<file path="src/rtl/core/json_string_unescape_utf8_core_macros.svh">
// Assertion macros for the JSON string unescaper core.
`ifndef JSON_STRING_UNESCAPE_UTF8_CORE_MACROS_SVH
`define JSON_STRING_UNESCAPE_UTF8_CORE_MACROS_SVH

`ifndef ASSERT_OFF
`define JSU_ASSERT(lbl, clk, rst_n, prop, msg) \
    lbl: assert property (@(posedge clk) disable iff (!rst_n) prop) else $error(msg);
`define JSU_ASSERT_NEVER(lbl, clk, rst_n, expr, msg) \
    lbl: assert property (@(posedge clk) disable iff (!rst_n) !(expr)) else $error(msg);
`else
`define JSU_ASSERT(lbl, clk, rst_n, prop, msg)
`define JSU_ASSERT_NEVER(lbl, clk, rst_n, expr, msg)
`endif

`endif

</file>
<file path="src/rtl/core/jsu_pkg.sv">
// Shared types and constants of the JSON string unescaper core.
package jsu_pkg;

    typedef struct packed {
        logic [7:0] data_byte;
        logic       end_of_input;
    } in_beat_t;

    typedef struct packed {
        logic [1:0]  kind;
        logic [7:0]  out_byte;
        logic [3:0]  error_code;
        logic [31:0] error_offset;
        logic        last_of_run;
    } out_beat_t;

    localparam logic [1:0] KIND_BYTE  = 2'd0;
    localparam logic [1:0] KIND_DONE  = 2'd1;
    localparam logic [1:0] KIND_ERROR = 2'd2;

    localparam logic [3:0] ERR_EXPECTED_STRING = 4'd0;
    localparam logic [3:0] ERR_CONTROL_CHAR    = 4'd1;
    localparam logic [3:0] ERR_TRUNC_ESCAPE    = 4'd2;
    localparam logic [3:0] ERR_BAD_ESCAPE      = 4'd3;
    localparam logic [3:0] ERR_TRUNC_UNICODE   = 4'd4;
    localparam logic [3:0] ERR_BAD_HEX         = 4'd5;
    localparam logic [3:0] ERR_MISSING_LOW     = 4'd6;
    localparam logic [3:0] ERR_BAD_LOW         = 4'd7;
    localparam logic [3:0] ERR_LONE_LOW        = 4'd8;
    localparam logic [3:0] ERR_UNTERMINATED    = 4'd9;

    localparam logic [7:0] CH_TAB    = 8'h09;
    localparam logic [7:0] CH_CR     = 8'h0D;
    localparam logic [7:0] CH_SPACE  = 8'h20;
    localparam logic [7:0] CH_QUOTE  = 8'h22;
    localparam logic [7:0] CH_SLASH  = 8'h2F;
    localparam logic [7:0] CH_BSLASH = 8'h5C;
    localparam logic [7:0] CH_LOW_B  = 8'h62;
    localparam logic [7:0] CH_LOW_F  = 8'h66;
    localparam logic [7:0] CH_LOW_N  = 8'h6E;
    localparam logic [7:0] CH_LOW_R  = 8'h72;
    localparam logic [7:0] CH_LOW_T  = 8'h74;
    localparam logic [7:0] CH_LOW_U  = 8'h75;
    localparam logic [7:0] CH_BS_OUT = 8'h08;
    localparam logic [7:0] CH_FF_OUT = 8'h0C;
    localparam logic [7:0] CH_LF_OUT = 8'h0A;

    localparam logic [5:0]  SURR_HIGH_TAG = 6'b110110;
    localparam logic [5:0]  SURR_LOW_TAG  = 6'b110111;
    localparam logic [20:0] CP_SUPP_BASE  = 21'h10000;
    localparam logic [20:0] CP_MAX_1BYTE  = 21'h00007F;
    localparam logic [20:0] CP_MAX_2BYTE  = 21'h0007FF;
    localparam logic [20:0] CP_MAX_3BYTE  = 21'h00FFFF;
    localparam logic [7:0]  UTF8_LEAD2    = 8'hC0;
    localparam logic [7:0]  UTF8_LEAD3    = 8'hE0;
    localparam logic [7:0]  UTF8_LEAD4    = 8'hF0;
    localparam logic [7:0]  UTF8_CONT     = 8'h80;

endpackage

</file>
<file path="src/rtl/core/json_string_unescape_utf8_core.sv">
// Pipeline: a source byte is captured in the input register and decoded there; its result
// run is registered into the run buffer that drives the output (a stalled run holds the byte).
// Throughput: one source byte per cycle while each byte gives at most one result and res_stall
// is low; a byte that gives several results (up to five, for a 4-byte UTF-8 sequence plus an
// error) holds the decode stage while the output counter drains the run.
// Reset (rst_n low, asynchronous) returns to idle and clears the byte counter; no clearing pass.
`include "json_string_unescape_utf8_core_macros.svh"

module json_string_unescape_utf8_core #(
    parameter int OFFSET_BITS = 32
) (
    input  logic               clk,
    input  logic               rst_n,
    input  logic               src_valid,
    output logic               src_stall,
    input  jsu_pkg::in_beat_t  src_beat,
    output logic               res_valid,
    input  logic               res_stall,
    output jsu_pkg::out_beat_t res_beat
);
    import jsu_pkg::*;

    localparam logic [2:0] M_IDLE    = 3'd0;
    localparam logic [2:0] M_BODY    = 3'd1;
    localparam logic [2:0] M_ESC     = 3'd2;
    localparam logic [2:0] M_HEX_HI  = 3'd3;
    localparam logic [2:0] M_WANT_BS = 3'd4;
    localparam logic [2:0] M_WANT_U  = 3'd5;
    localparam logic [2:0] M_HEX_LO  = 3'd6;

    // input register
    logic     in_valid_reg;
    in_beat_t in_beat_reg;

    // decode state
    logic [2:0]             mode_reg, mode_next;
    logic [15:0]            acc_reg, acc_next;
    logic [1:0]             cnt_reg, cnt_next;
    logic                   bad_reg, bad_next;
    logic [1:0]             bidx_reg, bidx_next;
    logic [9:0]             hs_reg, hs_next;
    logic [OFFSET_BITS-1:0] byte_count_reg;

    // result run buffer
    logic [7:0]  run_bytes_reg [4];
    logic [7:0]  run_bytes_next [4];
    logic [2:0]  run_nb_reg, run_nb_next;
    logic [2:0]  run_total_reg, run_total_next;
    logic [2:0]  run_idx_reg;
    logic [1:0]  tail_kind_reg, tail_kind_next;
    logic [3:0]  tail_code_reg, tail_code_next;
    logic [31:0] tail_off_reg, tail_off_next;

    logic pop, pop_last, process;

    logic [7:0]             c;
    logic                   last;
    logic [OFFSET_BITS-1:0] n_cnt, prev_cnt;

    // hex digit step
    logic       hex_ok;
    logic [3:0] hex_nib;
    logic [15:0] dig_acc;
    logic       dig_bad;
    logic [1:0] dig_bidx;
    logic [2:0] dig_got;
    logic       dig_full;
    logic [20:0] lo_cp, hi_cp, cp_sel;

    // utf8 encoder
    logic [7:0] u8_bytes [4];
    logic [2:0] u8_len;

    // decode results
    logic                   emit1;
    logic [7:0]             emit1_byte;
    logic                   emit_cp;
    logic                   fail_en;
    logic [3:0]             fail_code;
    logic [OFFSET_BITS-1:0] fail_off;
    logic                   done_en;
    logic                   esc_hit;
    logic [7:0]             esc_byte;
    logic                   is_ws;

    assign c        = in_beat_reg.data_byte;
    assign last     = in_beat_reg.end_of_input;
    assign prev_cnt = byte_count_reg;
    assign n_cnt    = byte_count_reg + OFFSET_BITS'(1);

    // Handshake
    assign res_valid = (run_idx_reg != run_total_reg);
    assign pop       = res_valid && !res_stall;
    assign pop_last  = pop && (run_idx_reg == (run_total_reg - 3'd1));
    assign process   = in_valid_reg && (!res_valid || pop_last);
    assign src_stall = in_valid_reg && !process;

    always_comb
    begin
        res_beat = '0;
        if (run_idx_reg < run_nb_reg)
        begin
            res_beat.kind     = KIND_BYTE;
            res_beat.out_byte = run_bytes_reg[run_idx_reg[1:0]];
        end
        else
        begin
            res_beat.kind         = tail_kind_reg;
            res_beat.error_code   = tail_code_reg;
            res_beat.error_offset = tail_off_reg;
        end
        res_beat.last_of_run = (run_idx_reg == (run_total_reg - 3'd1));
    end

    // Hex digit datapath
    always_comb
    begin
        hex_ok  = 1'b0;
        hex_nib = 4'hF;
        if (c >= 8'h30 && c <= 8'h39)
        begin
            hex_ok  = 1'b1;
            hex_nib = c[3:0];
        end
        else if ((c >= 8'h61 && c <= 8'h66) || (c >= 8'h41 && c <= 8'h46))
        begin
            hex_ok  = 1'b1;
            hex_nib = c[3:0] + 4'd9;
        end
    end

    assign dig_acc  = {acc_reg[11:0], hex_nib};
    assign dig_bad  = bad_reg || !hex_ok;
    assign dig_bidx = (!bad_reg && !hex_ok) ? cnt_reg : bidx_reg;
    assign dig_got  = {1'b0, cnt_reg} + 3'd1;
    assign dig_full = (cnt_reg == 2'd3);
    assign hi_cp    = {5'd0, dig_acc};
    assign lo_cp    = CP_SUPP_BASE + {1'b0, hs_reg, dig_acc[9:0]};
    assign cp_sel   = (mode_reg == M_HEX_LO) ? lo_cp : hi_cp;

    // UTF-8 encoder
    always_comb
    begin
        u8_bytes[0] = '0;
        u8_bytes[1] = '0;
        u8_bytes[2] = '0;
        u8_bytes[3] = '0;
        priority if (cp_sel <= CP_MAX_1BYTE)
        begin
            u8_len      = 3'd1;
            u8_bytes[0] = cp_sel[7:0];
        end
        else if (cp_sel <= CP_MAX_2BYTE)
        begin
            u8_len      = 3'd2;
            u8_bytes[0] = UTF8_LEAD2 | {3'd0, cp_sel[10:6]};
            u8_bytes[1] = UTF8_CONT | {2'd0, cp_sel[5:0]};
        end
        else if (cp_sel <= CP_MAX_3BYTE)
        begin
            u8_len      = 3'd3;
            u8_bytes[0] = UTF8_LEAD3 | {4'd0, cp_sel[15:12]};
            u8_bytes[1] = UTF8_CONT | {2'd0, cp_sel[11:6]};
            u8_bytes[2] = UTF8_CONT | {2'd0, cp_sel[5:0]};
        end
        else
        begin
            u8_len      = 3'd4;
            u8_bytes[0] = UTF8_LEAD4 | {5'd0, cp_sel[20:18]};
            u8_bytes[1] = UTF8_CONT | {2'd0, cp_sel[17:12]};
            u8_bytes[2] = UTF8_CONT | {2'd0, cp_sel[11:6]};
            u8_bytes[3] = UTF8_CONT | {2'd0, cp_sel[5:0]};
        end
    end

    assign is_ws = (c == CH_SPACE) || (c >= CH_TAB && c <= CH_CR);

    // Simple escapes
    always_comb
    begin
        esc_hit  = 1'b1;
        esc_byte = c;
        unique case (c)
            CH_QUOTE, CH_BSLASH, CH_SLASH: esc_byte = c;
            CH_LOW_B: esc_byte = CH_BS_OUT;
            CH_LOW_F: esc_byte = CH_FF_OUT;
            CH_LOW_N: esc_byte = CH_LF_OUT;
            CH_LOW_R: esc_byte = CH_CR;
            CH_LOW_T: esc_byte = CH_TAB;
            default:  esc_hit  = 1'b0;
        endcase
    end

    // Decode one source byte
    always_comb
    begin
        mode_next  = mode_reg;
        acc_next   = acc_reg;
        cnt_next   = cnt_reg;
        bad_next   = bad_reg;
        bidx_next  = bidx_reg;
        hs_next    = hs_reg;
        emit1      = 1'b0;
        emit1_byte = c;
        emit_cp    = 1'b0;
        fail_en    = 1'b0;
        fail_code  = ERR_EXPECTED_STRING;
        fail_off   = n_cnt;
        done_en    = 1'b0;

        unique case (mode_reg)
            M_IDLE:
            begin
                priority if (is_ws)
                begin
                    if (last)
                    begin
                        fail_en   = 1'b1;
                        fail_code = ERR_EXPECTED_STRING;
                    end
                end
                else if (c == CH_QUOTE)
                begin
                    mode_next = M_BODY;
                    if (last)
                    begin
                        fail_en   = 1'b1;
                        fail_code = ERR_UNTERMINATED;
                    end
                end
                else
                begin
                    // byte is not consumed: report the offset before it
                    fail_en   = 1'b1;
                    fail_code = ERR_EXPECTED_STRING;
                    fail_off  = prev_cnt;
                end
            end
            M_BODY:
            begin
                priority if (c == CH_QUOTE)
                begin
                    done_en = 1'b1;
                end
                else if (c < CH_SPACE)
                begin
                    fail_en   = 1'b1;
                    fail_code = ERR_CONTROL_CHAR;
                end
                else if (c == CH_BSLASH)
                begin
                    mode_next = M_ESC;
                    if (last)
                    begin
                        fail_en   = 1'b1;
                        fail_code = ERR_TRUNC_ESCAPE;
                    end
                end
                else
                begin
                    emit1 = 1'b1;
                    if (last)
                    begin
                        fail_en   = 1'b1;
                        fail_code = ERR_UNTERMINATED;
                    end
                end
            end
            M_ESC:
            begin
                priority if (c == CH_LOW_U)
                begin
                    mode_next = M_HEX_HI;
                    acc_next  = '0;
                    cnt_next  = '0;
                    bad_next  = 1'b0;
                    bidx_next = '0;
                    if (last)
                    begin
                        fail_en   = 1'b1;
                        fail_code = ERR_TRUNC_UNICODE;
                    end
                end
                else if (esc_hit)
                begin
                    emit1      = 1'b1;
                    emit1_byte = esc_byte;
                    mode_next  = M_BODY;
                    if (last)
                    begin
                        fail_en   = 1'b1;
                        fail_code = ERR_UNTERMINATED;
                    end
                end
                else
                begin
                    fail_en   = 1'b1;
                    fail_code = ERR_BAD_ESCAPE;
                end
            end
            M_HEX_HI, M_HEX_LO:
            begin
                acc_next  = dig_acc;
                bad_next  = dig_bad;
                bidx_next = dig_bidx;
                priority if (!dig_full)
                begin
                    cnt_next = dig_got[1:0];
                    if (last)
                    begin
                        // offset just after the 'u'
                        fail_en   = 1'b1;
                        fail_code = ERR_TRUNC_UNICODE;
                        fail_off  = n_cnt - OFFSET_BITS'(dig_got);
                    end
                end
                else if (dig_bad)
                begin
                    cnt_next  = '0;
                    fail_en   = 1'b1;
                    fail_code = ERR_BAD_HEX;
                    fail_off  = n_cnt - OFFSET_BITS'(2'd3 - dig_bidx);
                end
                else if (mode_reg == M_HEX_HI)
                begin
                    cnt_next = '0;
                    priority if (dig_acc[15:10] == SURR_HIGH_TAG)
                    begin
                        hs_next   = dig_acc[9:0];
                        mode_next = M_WANT_BS;
                        if (last)
                        begin
                            fail_en   = 1'b1;
                            fail_code = ERR_MISSING_LOW;
                        end
                    end
                    else if (dig_acc[15:10] == SURR_LOW_TAG)
                    begin
                        fail_en   = 1'b1;
                        fail_code = ERR_LONE_LOW;
                    end
                    else
                    begin
                        emit_cp   = 1'b1;
                        mode_next = M_BODY;
                        if (last)
                        begin
                            fail_en   = 1'b1;
                            fail_code = ERR_UNTERMINATED;
                        end
                    end
                end
                else
                begin
                    cnt_next = '0;
                    if (dig_acc[15:10] != SURR_LOW_TAG)
                    begin
                        fail_en   = 1'b1;
                        fail_code = ERR_BAD_LOW;
                    end
                    else
                    begin
                        emit_cp   = 1'b1;
                        mode_next = M_BODY;
                        if (last)
                        begin
                            fail_en   = 1'b1;
                            fail_code = ERR_UNTERMINATED;
                        end
                    end
                end
            end
            M_WANT_BS:
            begin
                if (c != CH_BSLASH || last)
                begin
                    fail_en   = 1'b1;
                    fail_code = ERR_MISSING_LOW;
                    fail_off  = prev_cnt;
                end
                else
                begin
                    mode_next = M_WANT_U;
                end
            end
            M_WANT_U:
            begin
                if (c != CH_LOW_U)
                begin
                    fail_en   = 1'b1;
                    fail_code = ERR_MISSING_LOW;
                    fail_off  = n_cnt - OFFSET_BITS'(2);
                end
                else
                begin
                    mode_next = M_HEX_LO;
                    acc_next  = '0;
                    cnt_next  = '0;
                    bad_next  = 1'b0;
                    bidx_next = '0;
                    if (last)
                    begin
                        fail_en   = 1'b1;
                        fail_code = ERR_TRUNC_UNICODE;
                    end
                end
            end
            default:
            begin
                mode_next = M_IDLE;
                acc_next  = '0;
                cnt_next  = '0;
                bad_next  = 1'b0;
                bidx_next = '0;
                hs_next   = '0;
            end
        endcase

        // Finished or failed: drop back to idle
        if (fail_en || done_en)
        begin
            mode_next = M_IDLE;
            acc_next  = '0;
            cnt_next  = '0;
            bad_next  = 1'b0;
            bidx_next = '0;
            hs_next   = '0;
        end
    end

    // Assemble the run of results for this byte
    always_comb
    begin
        if (emit1)
        begin
            run_bytes_next[0] = emit1_byte;
            run_bytes_next[1] = '0;
            run_bytes_next[2] = '0;
            run_bytes_next[3] = '0;
            run_nb_next       = 3'd1;
        end
        else
        begin
            run_bytes_next = u8_bytes;
            run_nb_next    = emit_cp ? u8_len : 3'd0;
        end
        tail_kind_next = fail_en ? KIND_ERROR : KIND_DONE;
        tail_code_next = fail_en ? fail_code : 4'd0;
        tail_off_next  = fail_en ? 32'(fail_off) : 32'd0;
        run_total_next = run_nb_next + {2'd0, (fail_en || done_en)};
    end

    // Input register
    always_ff @(posedge clk or negedge rst_n)
    begin
        if (!rst_n)
        begin
            in_valid_reg <= 1'b0;
        end
        else if (!src_stall)
        begin
            in_valid_reg <= src_valid;
        end
    end

    always_ff @(posedge clk)
    begin
        if (src_valid && !src_stall)
        begin
            in_beat_reg <= src_beat;
        end
    end

    // Decode state and run control
    always_ff @(posedge clk or negedge rst_n)
    begin
        if (!rst_n)
        begin
            mode_reg       <= M_IDLE;
            acc_reg        <= '0;
            cnt_reg        <= '0;
            bad_reg        <= 1'b0;
            bidx_reg       <= '0;
            hs_reg         <= '0;
            byte_count_reg <= '0;
            run_total_reg  <= '0;
            run_idx_reg    <= '0;
            run_nb_reg     <= '0;
        end
        else if (process)
        begin
            mode_reg       <= mode_next;
            acc_reg        <= acc_next;
            cnt_reg        <= cnt_next;
            bad_reg        <= bad_next;
            bidx_reg       <= bidx_next;
            hs_reg         <= hs_next;
            byte_count_reg <= n_cnt;
            run_total_reg  <= run_total_next;
            run_idx_reg    <= '0;
            run_nb_reg     <= run_nb_next;
        end
        else if (pop)
        begin
            run_idx_reg <= run_idx_reg + 3'd1;
        end
    end

    // Run payload
    always_ff @(posedge clk)
    begin
        if (process)
        begin
            run_bytes_reg <= run_bytes_next;
            tail_kind_reg <= tail_kind_next;
            tail_code_reg <= tail_code_next;
            tail_off_reg  <= tail_off_next;
        end
    end

    `JSU_ASSERT(a_idx_in_run, clk, rst_n,
        res_valid |-> (run_idx_reg < run_total_reg), "run index past end of run")
    `JSU_ASSERT(a_tail_is_last, clk, rst_n,
        (res_valid && res_beat.kind != KIND_BYTE) |-> res_beat.last_of_run,
        "done or error beat not last of run")
    `JSU_ASSERT(a_fail_to_idle, clk, rst_n,
        (process && fail_en) |=> (mode_reg == M_IDLE), "error did not return decoder to idle")
    `JSU_ASSERT(a_idle_clean, clk, rst_n,
        (mode_reg == M_IDLE) |-> (acc_reg == '0 && cnt_reg == '0 && !bad_reg && hs_reg == '0),
        "idle with stale escape state")

endmodule
</file>
<file path="config.mk">
export PLATFORM = sky130hd
export DESIGN_NAME = json_string_unescape_utf8_core
export DESIGN_NICKNAME = d
export VERILOG_FILES = /design/src/rtl/core/jsu_pkg.sv /design/src/rtl/core/json_string_unescape_utf8_core.sv
export VERILOG_INCLUDE_DIRS = /design/src /design/src/rtl/core
export SDC_FILE = /design/constraint.sdc
export NUM_CORES = 1
export LEC_CHECK = 0
export BUFFER_PORTS_ARGS = -buffer_cell sky130_fd_sc_hd__buf_2
export CAP_MARGIN = 10
export CORE_ASPECT_RATIO = 1.75
export CORE_MARGIN = 3
export CORE_UTILIZATION = 56
export CTS_CLUSTER_DIAMETER = 60
export CTS_CLUSTER_SIZE = 10
export DETAILED_ROUTE_END_ITERATION = 6
export PLACE_DENSITY_LB_ADDON = 0.12
export SETUP_SLACK_MARGIN = 0.5
export SLEW_MARGIN = 10
export SYNTH_ARGS = -nofsm -noshare
export SYNTH_HDL_FRONTEND = slang
export SYNTH_SLANG_ARGS = --single-unit
</file>
<file path="constraint.sdc">
create_clock -name clk -period 4.12 [get_ports clk]
set_clock_uncertainty 0.15 [all_clocks]
set_input_delay 0.412 -clock clk [delete_from_list [all_inputs] [get_ports clk]]
set_output_delay 0.412 -clock clk [all_outputs]
set_load 0.02 [all_outputs]
</file>
==> reports/summary.txt <==
Maximum clock frequency: 239 MHz
Worst-path maximum fanout: 6
Reg2reg setup slack: -0.07 ns
Vert. Die Dim: 196 µm
Initial DRT Pass Iterations: 6
Placer Congestion: 1.01
Yosys top cell by area: edfxtp_1
Number of clock sinks: 148
CORE AREA: 0.0200 mm²
Top Ports: 62
Final Hold Viols: 5
DP HPWL: 30200 µm
Final Max Slew Viols: 0
Syn Nets: 1396
MaxCap Viol Count: 0
Top-area cell type share of the netlist area: 19.8%
Commonest cells after routing, fill and taps aside: 129 x buf_4, 125 x nand2_1, 111 x nor2_1
Routed WL: 43200 µm
Worst path required time: 4.30 ns
Violated checks: hold timing, setup timing
First-pass GRT wire length: 63700 µm
Fin crit share: 102%
Min Hold Slack: -0.0113 ns
Die area: 0.0224 mm²
Setup Viol. Count Final: 18
Gr usage total: 36.8%
Slew @ Worst Pin: 1.00 ns
RSZ-0062 raised after global routing: yes
Total grt overflow: 0
Outcome: finished with violations
Ys Warns: 0
Pwr Density: 688 mW/mm²
Pin count of the biggest net entering global routing: 73
Worst Reg2Reg Path Length in Cells: 24
Area Growth Syn to Fin: 29.0%
Netlist Area Pre-Place: 0.0115 mm²
CP Class: reg2reg
# diodes: 0
Antenna-violating nets left: 0
Util after Layout: 74.4%
Post-Synthesis Cells: 1361
Min-delay worst type: in2async
Avg WL per Cell: 24.1 µm
Ys async rst share: 48.6%
Starting Density: 57.7%
CTS H-tree lvls: 4
Worst EP arrival: 4.36 ns
CP Capture Type: flop
Initial antenna violation count: 0
Worst r2r src: c[0]
Crit path time final: 4.19 ns
Vias in the first global route: 11500
Overall Power: 10.2 mW
Commonest non-fill, non-tap cell in the layout: buf_4
Post-synth cell types: 87
Site Rows: 68
Worst r2r dst: acc_reg[3]
Synth Flop Type: edfxtp_1
Vias: 12000
Crit start category: flop
Leak: 6.05 nW
Post-route setup slack: -0.0666 ns
Proportion of layout cells with a drive suffix above 1: 29.4%
Chip width: 114 µm
DRC: 0
Largest buffer count on any clock path: 2
Average vias per placed instance: 6.71
Num CTS Buffers: 17
Root buffer cell: clkbuf_16
Post-route cell area: 0.0149 mm²
Layout Nets: 1567
Initial DRC count: 1507
Main area contributors after synthesis: edfxtp_1 20%, dfrtp_1 16%, xnor2_1 5.1%, nand2_1 4.9%, nor2_1 4.1%
Area after DPL: 0.0128 mm²
Clk pin slew, worst setup/hold paths: 0.07 ns
Number of port buffers: 61
Synthesized flop and latch total: 148
VDD IR max: 0.000752 V
Slew HR: 33.2%
Skew-Pair Late Insertion Delay: 0.44 ns
TritonCTS clock tree: built
Post-synthesis sequential area ratio: 35.4%
EDFF count, synth: 76
Syn Area/Cell: 8.47 µm²
-- worst max-delay path, cell delays in order (launching register included) --
cell      delay, ns
edfxtp_1       0.47
inv_2          0.12
ha_4           0.14
or3b_4         0.12
nand4_1        0.17
buf_4          0.19
buf_6          0.11
buf_6          0.10
buf_6          0.11
buf_6          0.10
buf_6          0.10
buf_6          0.11
buf_6          0.11
buf_6          0.10
buf_6          0.12
a21oi_4        0.14
buf_6          0.14
buf_6          0.09
a21oi_2        0.04
o21a_1         0.19
nand3b_1       0.24
buf_4          0.20
o21ai_4        0.24
buf_12         0.17
mux2_4         0.30
-- cell type report --
class / count / area [µm²]
flip-flops and latches: 148 / 4080
clock buffers: 21 / 503
clock inverters: 11 / 86.3
multi-input cells: 1083 / 7740
well taps: 245 / 307
repair buffers: 248 / 2010
inverters: 34 / 131
fillers: 1477 / 5130
-- cell usage after synthesis (all sizes together), types with 14 or more instances --
cell type,instances
nand4,22
nand2b,14
inv,33
edfxtp,76
nor2,125
a21oi,77
nand2,151
mux2,18
ha,20
or3,14
mux2i,18
nor4,20
and2,50
nor3,48
buf,31
a31oi,17
dfrtp,72
xnor2,67
nor2b,19
o21ai,91
nand3,57
xor2,35
clkbuf,65
o22ai,16
and3,15
-- cells by family (layout without fill, tap and decap cells) --
| kind of cell | count (synthesis) | in the layout | synth area share, % |
|---|---|---|---|
| xor gates and xnor gates | 102 | 102 | 7.75 |
| DFF | 148 | 148 | 35.4 |
| buffers and inverters | 130 | 314 | 4.54 |
| muxes | 43 | 43 | 4.69 |
| AOI/OAI and AO/OA | 328 | 328 | 18.4 |
| and+or+nand+nor | 588 | 588 | 26.7 |
| adders and majority gates | 22 | 22 | 2.52 |
-- where the power goes --
part | total [mW] | internal, mW | switching, mW
registers | 2.46 | 2.20 | 0.257
clock network | 1.56 | 0.883 | 0.678
logic | 6.22 | 2.44 | 3.78
-- metal layers --
metal / vias up / track usage [%] / part of all wire (%)
li1: 5330 / - / -
met4: 0 / 28.7 / 10
met1: 5712 / 37.6 / 33
met5: - / 0 / 0
met2: 690 / 65.2 / 51
met3: 276 / 5.59 / 6.1
-- what timing repair did --
item                       in CTS  in global routing
setup buffers                  25                 30
hold endpoints to repair        6                  0
pin swaps                      76                 67
gates resized for setup       130                110
setup endpoints to repair      32                 70
gates cloned                    0                  4
hold buffers                    6                  0
-- per-stage QoR --
stage	cells	setup TNS [ns]	setup slack [ns]
after detailed placement	1693	-0.725	-0.129
after floorplan	1361	0	0.0601
after global placement	1693	-0.0324	-0.0324
final	1790	-0.590	-0.0666
after global routing	1790	-2.37	-0.138
after CTS	1756	-0.00155	-0.00155
-- worst max path at each step --
stage | startpoint | to | slack, ns | cells after the start
2_1_floorplan | c[0] | tail_off_reg[15] | 0.06 | 16
3_3_place_gp | c[0] | tail_off_reg[30] | -0.03 | 17
3_5_place_dp | c[0] | tail_off_reg[30] | -0.13 | 17
4_1_cts | c[0] | tail_off_reg[30] | -0.002 | 17
5_1_grt | c[0] | tail_off_reg[25] | -0.14 | 16
6_report | c[0] | acc_reg[3] | -0.07 | 24
No activity file was read; power rests on OpenSTA's default activity.
